**config.mk**
```make
export PLATFORM = sky130hd
export DESIGN_NAME = multiplexed_seven_segment_scanner_core
export DESIGN_NICKNAME = d
export VERILOG_FILES = /design/src/design/mssc_pkg.sv /design/src/design/multiplexed_seven_segment_scanner_core.sv /design/src/design/mssc_ctrl.sv /design/src/design/mssc_dp.sv
export SDC_FILE = /design/constraint.sdc
export NUM_CORES = 1
export LEC_CHECK = 0
export ABC_AREA = 1
export ABC_CLOCK_PERIOD_IN_PS = 2500
export CAP_MARGIN = 20
export CELL_PAD_IN_SITES_DETAIL_PLACEMENT = 1
export CELL_PAD_IN_SITES_GLOBAL_PLACEMENT = 2
export CORE_ASPECT_RATIO = 2
export CORE_MARGIN = 1
export CORE_UTILIZATION = 38
export CTS_CLUSTER_DIAMETER = 60
export DETAILED_ROUTE_END_ITERATION = 12
export DONT_BUFFER_PORTS = 1
export PLACE_DENSITY_LB_ADDON = 0.05
export SYNTH_ARGS = -nofsm -noshare
export SYNTH_HDL_FRONTEND = slang
export SYNTH_SLANG_ARGS = --single-unit
export TNS_END_PERCENT = 1
```
**constraint.sdc**
```tcl
create_clock -name clk -period 2.5 [get_ports clk]
set_input_delay 0.5 -clock clk [delete_from_list [all_inputs] [get_ports clk]]
set_output_delay 0.5 -clock clk [all_outputs]
set_load 0.02 [all_outputs]
```
**src/design/mssc_pkg.sv**
```systemverilog
// Shared types, command codes and register indexes of the seven-segment scanner.
package mssc_pkg;

	localparam logic [1:0] CMD_REFRESH = 2'd0;
	localparam logic [1:0] CMD_WRITE   = 2'd1;
	localparam logic [1:0] CMD_TOGGLE  = 2'd2;
	localparam logic [1:0] CMD_CLEAR   = 2'd3;

	localparam logic [1:0] REG_DIGIT_COUNT  = 2'd0;
	localparam logic [1:0] REG_FLASH_FIRST  = 2'd1;
	localparam logic [1:0] REG_FLASH_LAST   = 2'd2;
	localparam logic [1:0] REG_FLASH_PERIOD = 2'd3;

	localparam logic [3:0]  DIGIT_COUNT_RESET = 4'd8;
	localparam logic [7:0]  SEG_BLANK         = 8'h00;
	localparam logic [7:0]  SEG_POINT         = 8'h80;

	typedef struct packed {
		logic [1:0] command;
		logic [2:0] position;
		logic [2:0] range_last;
		logic [3:0] bcd_value;
		logic       last_digit;
	} in_item_t;

	typedef struct packed {
		logic [2:0] digit_select;
		logic [7:0] segments;
	} out_item_t;

	// Controller commands to the datapath.
	typedef struct packed {
		logic load;
		logic exec;
		logic emit;
	} dp_ctrl_t;

	// Datapath status back to the controller.
	typedef struct packed {
		logic is_refresh;
	} dp_stat_t;

	function automatic logic [7:0] bcd_to_seg(input logic [3:0] bcd);
		logic [7:0] seg;
		case (bcd)
			4'd0:    seg = 8'h3F;
			4'd1:    seg = 8'h06;
			4'd2:    seg = 8'h5B;
			4'd3:    seg = 8'h4F;
			4'd4:    seg = 8'h66;
			4'd5:    seg = 8'h6D;
			4'd6:    seg = 8'h7D;
			4'd7:    seg = 8'h07;
			4'd8:    seg = 8'h7F;
			4'd9:    seg = 8'h6F;
			default: seg = SEG_BLANK;
		endcase
		return seg;
	endfunction

endpackage

```
**src/design/multiplexed_seven_segment_scanner_core.sv**
```systemverilog
// Top level of the multiplexed seven-segment display scanner.
// A command is taken when start is high and busy is low. A write, toggle or clear
// command keeps busy high in the execute state and returns nothing; a refresh tick
// keeps it high in the execute and emit states (update scan and flash state, then
// read the segment memory), and its result appears on the result port with strobe
// high for exactly one cycle, the first cycle busy is low. The receiver cannot stall,
// so a result must be captured in the cycle its strobe is high. Registers must be written
// through the APB port only while the block is idle (not enforced); pready is always high.
module multiplexed_seven_segment_scanner_core #(
	parameter int MAX_DIGITS = 8
) (
	input  logic                clk,
	input  logic                arst_n,
	input  logic                start,
	output logic                busy,
	input  mssc_pkg::in_item_t  item,
	output logic                strobe,
	output mssc_pkg::out_item_t result,
	input  logic                psel,
	input  logic                penable,
	input  logic                pwrite,
	input  logic [3:0]          paddr,
	input  logic [31:0]         pwdata,
	output logic [31:0]         prdata,
	output logic                pready
);
	import mssc_pkg::*;

	dp_ctrl_t ctrl;
	dp_stat_t stat;

	assign pready = 1'b1;

	mssc_ctrl u_ctrl (
		.clk    (clk),
		.arst_n (arst_n),
		.start  (start),
		.busy   (busy),
		.strobe (strobe),
		.ctrl   (ctrl),
		.stat   (stat)
	);

	mssc_dp #(
		.MAX_DIGITS (MAX_DIGITS)
	) u_dp (
		.clk     (clk),
		.arst_n  (arst_n),
		.item    (item),
		.result  (result),
		.ctrl    (ctrl),
		.stat    (stat),
		.psel    (psel),
		.penable (penable),
		.pwrite  (pwrite),
		.paddr   (paddr),
		.pwdata  (pwdata),
		.prdata  (prdata)
	);

endmodule

```
**src/design/mssc_ctrl.sv**
```systemverilog
// Controller state machine of the seven-segment scanner.
module mssc_ctrl (
	input  logic              clk,
	input  logic              arst_n,
	input  logic              start,
	output logic              busy,
	output logic              strobe,
	output mssc_pkg::dp_ctrl_t ctrl,
	input  mssc_pkg::dp_stat_t stat
);
	import mssc_pkg::*;

	typedef enum logic [1:0] {
		ST_IDLE,
		ST_EXEC,
		ST_EMIT
	} state_t;

	state_t state_q;
	logic   strobe_q;

	always_ff @(posedge clk or negedge arst_n) begin
		if (!arst_n) begin
			state_q  <= ST_IDLE;
			strobe_q <= 1'b0;
		end else begin
			strobe_q <= (state_q == ST_EMIT);
			unique case (state_q)
				ST_IDLE: begin
					if (start) state_q <= ST_EXEC;
				end
				ST_EXEC: begin
					state_q <= stat.is_refresh ? ST_EMIT : ST_IDLE;
				end
				ST_EMIT: begin
					state_q <= ST_IDLE;
				end
				default: state_q <= ST_IDLE;
			endcase
		end
	end

	assign busy      = (state_q != ST_IDLE);
	assign strobe    = strobe_q;
	assign ctrl.load = start && (state_q == ST_IDLE);
	assign ctrl.exec = (state_q == ST_EXEC);
	assign ctrl.emit = (state_q == ST_EMIT);

endmodule

```
**src/design/mssc_dp.sv**
```systemverilog
// Datapath of the seven-segment scanner: registers, segment memory, scan and flash logic.
module mssc_dp #(
	parameter int MAX_DIGITS = 8
) (
	input  logic               clk,
	input  logic               arst_n,
	input  mssc_pkg::in_item_t item,
	output mssc_pkg::out_item_t result,
	input  mssc_pkg::dp_ctrl_t ctrl,
	output mssc_pkg::dp_stat_t stat,
	input  logic               psel,
	input  logic               penable,
	input  logic               pwrite,
	input  logic [3:0]         paddr,
	input  logic [31:0]        pwdata,
	output logic [31:0]        prdata
);
	import mssc_pkg::*;

	localparam int SCAN_W = (MAX_DIGITS > 1) ? $clog2(MAX_DIGITS) : 1;
	localparam logic [4:0] MAX_N   = 5'(MAX_DIGITS);
	localparam logic [4:0] MAX_IDX = 5'(MAX_DIGITS - 1);

	in_item_t          item_q;
	out_item_t         result_q;
	logic [7:0]        mem_q [MAX_DIGITS];
	logic [SCAN_W-1:0] scan_q;
	logic [15:0]       flash_cnt_q;
	logic [3:0]        digit_count_q;
	logic [2:0]        flash_first_q;
	logic [2:0]        flash_last_q;
	logic [15:0]       flash_period_q;

	logic        cfg_wr;
	logic [1:0]  cfg_idx;
	logic [4:0]  eff_n;
	logic [4:0]  eff_n_new;
	logic [4:0]  scan_ext;
	logic [4:0]  scan_inc;
	logic [4:0]  scan_next;
	logic [15:0] cnt_inc;
	logic [4:0]  pos_ext;
	logic [4:0]  tog_end;
	logic [7:0]  cur_seg;
	logic        blank;

	// Digit count clamped to the range one to the memory depth.
	function automatic logic [4:0] eff_count(input logic [3:0] dc);
		logic [4:0] n;
		n = {1'b0, dc};
		if (n == 5'd0) n = 5'd1;
		if (n > MAX_N) n = MAX_N;
		return n;
	endfunction

	assign cfg_wr    = psel && penable && pwrite;
	assign cfg_idx   = paddr[3:2];
	assign eff_n     = eff_count(digit_count_q);
	assign eff_n_new = eff_count(pwdata[3:0]);
	assign scan_ext  = 5'(scan_q);
	assign scan_inc  = scan_ext + 5'd1;
	assign scan_next = (scan_inc >= eff_n) ? 5'd0 : scan_inc;
	assign cnt_inc   = flash_cnt_q + 16'd1;
	assign pos_ext   = {2'b00, item_q.position};
	assign tog_end   = ({2'b00, item_q.range_last} > MAX_IDX) ? MAX_IDX
	                                                          : {2'b00, item_q.range_last};
	assign cur_seg   = mem_q[scan_q];
	assign blank     = (flash_period_q != 16'd0)
	                && (flash_cnt_q >= {1'b0, flash_period_q[15:1]})
	                && (scan_ext >= {2'b00, flash_first_q})
	                && (scan_ext <= {2'b00, flash_last_q});

	// Configuration registers and the scan and flash state, which refresh ticks advance and register writes reset.
	always_ff @(posedge clk or negedge arst_n) begin
		if (!arst_n) begin
			digit_count_q  <= DIGIT_COUNT_RESET;
			flash_first_q  <= 3'd0;
			flash_last_q   <= 3'd0;
			flash_period_q <= 16'd0;
			flash_cnt_q    <= 16'd0;
			scan_q         <= SCAN_W'(eff_count(DIGIT_COUNT_RESET) - 5'd1);
		end else if (cfg_wr) begin
			unique case (cfg_idx)
				REG_DIGIT_COUNT: begin
					digit_count_q <= pwdata[3:0];
					scan_q        <= SCAN_W'(eff_n_new - 5'd1);
				end
				REG_FLASH_FIRST:  flash_first_q <= pwdata[2:0];
				REG_FLASH_LAST:   flash_last_q  <= pwdata[2:0];
				REG_FLASH_PERIOD: begin
					flash_period_q <= pwdata[15:0];
					flash_cnt_q    <= 16'd0;
				end
				default: ;
			endcase
		end else if (ctrl.exec && item_q.command == CMD_REFRESH) begin
			scan_q <= SCAN_W'(scan_next);
			// A wrap to the first digit ends a scan frame.
			if (scan_next == 5'd0) begin
				flash_cnt_q <= (cnt_inc >= flash_period_q) ? 16'd0 : cnt_inc;
			end
		end
	end

	// Segment memory: each entry decides its own update in parallel.
	always_ff @(posedge clk or negedge arst_n) begin
		if (!arst_n) begin
			for (int i = 0; i < MAX_DIGITS; i++) mem_q[i] <= SEG_BLANK;
		end else if (ctrl.exec) begin
			for (int i = 0; i < MAX_DIGITS; i++) begin
				case (item_q.command)
					CMD_WRITE: begin
						if (5'(i) == pos_ext && pos_ext < eff_n) begin
							mem_q[i] <= bcd_to_seg(item_q.bcd_value);
						end else if (item_q.last_digit && 5'(i) > pos_ext) begin
							mem_q[i] <= SEG_BLANK;
						end
					end
					CMD_TOGGLE: begin
						if (5'(i) >= pos_ext && 5'(i) <= tog_end) begin
							mem_q[i] <= mem_q[i] ^ SEG_POINT;
						end
					end
					CMD_CLEAR: mem_q[i] <= SEG_BLANK;
					default: ;
				endcase
			end
		end
	end

	always_ff @(posedge clk) begin
		if (ctrl.load) item_q <= item;
		if (ctrl.emit) begin
			result_q.digit_select <= scan_ext[2:0];
			result_q.segments     <= blank ? SEG_BLANK : cur_seg;
		end
	end

	always_comb begin
		unique case (cfg_idx)
			REG_DIGIT_COUNT:  prdata = {28'd0, digit_count_q};
			REG_FLASH_FIRST:  prdata = {29'd0, flash_first_q};
			REG_FLASH_LAST:   prdata = {29'd0, flash_last_q};
			REG_FLASH_PERIOD: prdata = {16'd0, flash_period_q};
			default:          prdata = 32'd0;
		endcase
	end

	assign stat.is_refresh = (item_q.command == CMD_REFRESH);
	assign result          = result_q;

endmodule
```
==> metrics.md <==
| Metric | Value |
|---|---|
| Ant diodes | 0 |
| Clock share of power | 32.4% |
| Die H | 212 um |
| Combinational power share | 33.7% |
| I/O Pins | 101 |
| Crit path top cell by count | nand2_1 |
| Global-route wire length before repair | 43.2 mm |
| Area leader, netlist | dfrtp_1 |
| Rows | 76 |
| Clock transition at path regs | 0.06 ns |
| Cells after Synth | 1059 |
| Critical path class | reg -> reg |
| Input/output buffers | 0 |
| EDFF count, synth | 24 |
| Vias/cell | 5.18 |
| Antenna Violating Nets Remaining | 0 |
| Detailed Routing Iterations Pass 1 | 4 |
| Drt initial violations | 257 |
| Synth cell count leaders | nand2_1, dfrtp_1, inv_1 |
| Placeable Area | 21600 sq um |
| Fin crit share | 99.6% |
| Global Route Usage Sum | 26.0% |
| Die width | 107 um |
| Final worst path period need | 2.49 ns |
| WP data required | 2.87 ns |
| Layout cell share with drive strength beyond 1 | 16.2% |
| Ys flop type | dfrtp_1 |
| Crit path max fanout | 11 |
| Final Slew Violations | 0 |
| Largest net degree at the start of global routing | 113 |
| MaxCap Viol Count | 0 |
| Status | finished with violations |
| Full die area | 22700 sq um |
| WL/cell | 19.5 um |
| Worst path arrival time | 2.86 ns |
| VDD IR max | 0.483 mV |
| Initial Utilization | 38.8% |
| Sequential area share after synthesis | 43.8% |
| Remaining DRCs | 0 |
| Setup crit start kind | register |
| CTS tree | done |
| Fin Clk Skew | 0.00793 ns |
| Maximum clock rate | 402 MHz |
| Power per cell area | 862 nW/um^2 |
| Initial antenna violation count | 0 |
| Area Growth Syn to Fin | 18.1% |
| HP Class | in -> async |
| Crit path buffers/inverters | 1 |
| Yosys Warn Count | 0 |
| P_sw | 3.16 mW |
| Asr flop ratio synth | 78.3% |
| Max incr delay on CP | 0.45 ns |
| Final setup fails | 0 |
| Clock tree buffer depth | 2 |
| Static Leak | 4.81 nW |
| CTS H-tree depth | 4 |
| RSZ-0062 raised after global routing | yes |
| Slowest-stage cell, CP | dfrtp_1 |
| Layout Nets | 1230 |
| Top delay family on crit path | simple AND/OR/NAND/NOR gates |
| Int Power | 5.36 mW |
| Tightest Pin Transition | 0.652 ns |
| Post-DP Area | 8970 sq um |
| Clock sinks | 143 |
| Failing checks | negative hold slack |
| Synthesized area | 8370 sq um |
| Rel. slew slack | 56.2% |
| Fin area | 9880 sq um |
| Worst skew pair latency | 0.44 ns |
| Congestion Overflow GR | 0 |
| Register share of total power | 33.9% |
| GPL Wtd Cong | 0.845 |
| Crit. End Element | register |
| Top cells by area, synth | dfrtp_1, nand2_1, edfxtp_1 |
| Setup TNS | 0 ns |
| DRT Wirelength | 27.5 mm |
| Seq cells post-synth | 143 |
| Share of the synthesized area in the top cell type | 32.3% |
| TritonCTS buffer count | 17 |
| Sw Ratio | 37.1% |
| Most frequent cell after synthesis | nand2_1 |
| Via count | 7296 |
| Root buffer cell | clkbuf_16 |
| Vias in the first global route | 7949 |
| Synth unique cells | 47 |
| DP HPWL | 21.1 mm |
| Final hold violation count | 112 |
| Syn avg cell area | 7.90 sq um |
| Hold WS | -0.248 ns |
| Crit path cell chain | nand2_1 > nor2_1 > nand2_1 > nor3_2 > nor2_2 > ha_1 > nand2_1 > o21bai_1 > nand2_1 > a21oi_4 > buf_12 > nand4_1 > nand2_1 |
[layer usage]
layer / share of wire (%) / vias up / track usage [%]
li1: - / 3577 / -
met1: 34 / 3567 / 23.2
met2: 60 / 106 / 54.5
met3: 2.3 / 46 / 3.69
met4: 3.5 / 0 / 12.0
met5: 0 / - / 0
[cells in the final DEF, fill, tap and decap left out, drive strengths merged]
cell type	Yosys	routed
a21o	2	2
nand3	43	43
mux2i	1	1
bufinv	0	3
dfrtp	108	108
o2111ai	3	3
o211ai	1	1
mux2	2	2
buf	31	67
o21bai	2	2
o21a	1	1
xor2	4	4
o22ai	9	9
xnor2	4	4
nor2	95	95
nand4	26	26
a21oi	45	45
ha	52	52
a31oi	13	13
conb	2	17
clkinvlp	0	2
inv	99	104
or2	7	7
o21ai	97	97
nor3	14	14
clkbuf	6	19
edfxtp	24	24
dfxtp	7	7
dfstp	4	4
nand2	354	354
clkinv	3	6
[worst reg2reg max path: cells and delay by family, from the launching register on]
kind,cells,cell delay (ns)
flip-flops,1,0.45
buffers and inverters,1,0.16
AO/OA/AOI/OAI,2,0.30
AND/OR/NAND/NOR,9,1.20
adder cells (fa/ha/maj),1,0.32
[worst paths after layout]
check	from	endpoint	slack, ns	cells after the start
setup / recovery	u_dp.flash_cnt_q[10]	u_dp.flash_cnt_q[1]	0.01	13
hold / removal	arst_n	u_dp.flash_period_q[2]	-0.25	0
setup reg to reg	u_dp.flash_cnt_q[10]	u_dp.flash_cnt_q[1]	0.01	13
hold reg to reg	u_dp.mem_q[35]	u_dp.mem_q[35]	0.47	2
max in group asynchronous	arst_n	u_dp.flash_cnt_q[6]	2.48	0
min in group clk	item[3]	u_dp.item_q[3]	0.15	0
[what timing repair did]
action,CTS,global route
pin swaps,0,12
setup endpoints to repair,16,59
cloned,0,1
resized for setup,5,35
setup buffers,2,6
hold endpoints to repair,112,112
[logic make-up (layout without fill, tap and decap cells)]
kind of cell    Yosys count  after routing  share of synthesized area (%)
compound gates          173            173                           11.5
simple gates            539            539                           28.1
mux                       3              3                          0.389
buf+inv                 139            201                           7.54
xor+xnor                  8              8                          0.837
fa+ha+maj                52             52                           7.78
other cells               2             17                         0.0897
flops                   143            143                           43.8
[final cells by class]
| type | instances | area (sq um) |
|---|---|---|
| Timing Repair Buffer | 67 | 551 |
| Clock buffer | 19 | 464 |
| Fill cell | 2656 | 11700 |
| Tap cell | 273 | 342 |
| Sequential cell | 143 | 3670 |
| Clock inverter | 13 | 171 |
| Multi-Input combinational cell | 792 | 4290 |
| Inverter | 102 | 390 |
[state kept, by name (all words and copies together), names as in the netlist, named ones only]
register and flops:
u_dp.mem_q 64, u_dp.flash_cnt_q 16, u_dp.flash_period_q 16, u_dp.item_q 13, u_dp.result 11, u_dp.digit_count_q 4, u_dp.flash_first_q 3, u_dp.flash_last_q 3
u_dp.scan_q 3, u_ctrl.state_q 2, u_ctrl.strobe 1
[through the flow]
stage / hold WS (ns) / utilization, % / instances / worst slack, ns / power (mW)
after floorplan: 0.204 / - / 1074 / 0.234 / 4.74
after global placement: 0.208 / 41.6 / 1368 / -0.0783 / 5.68
after detailed placement: 0.208 / 41.6 / 1368 / -0.146 / 5.75
after CTS: -0.263 / 44.8 / 1402 / 0.0295 / 8.56
after global routing: -0.261 / 45.8 / 1409 / -0.0897 / 9.07
final: -0.248 / 45.8 / 1409 / 0.00967 / 8.52
[power by group through the flow]
stage / Sequential, mW / Combinational, mW / Clock (mW)
after global placement: 2.92 / 2.76 / 0
after floorplan: 2.89 / 1.85 / 0
after detailed placement: 2.93 / 2.82 / 0
after global routing: 2.91 / 3.27 / 2.89
after CTS: 2.89 / 2.85 / 2.82
final: 2.89 / 2.87 / 2.76
No activity file was read; power rests on OpenSTA's default activity.
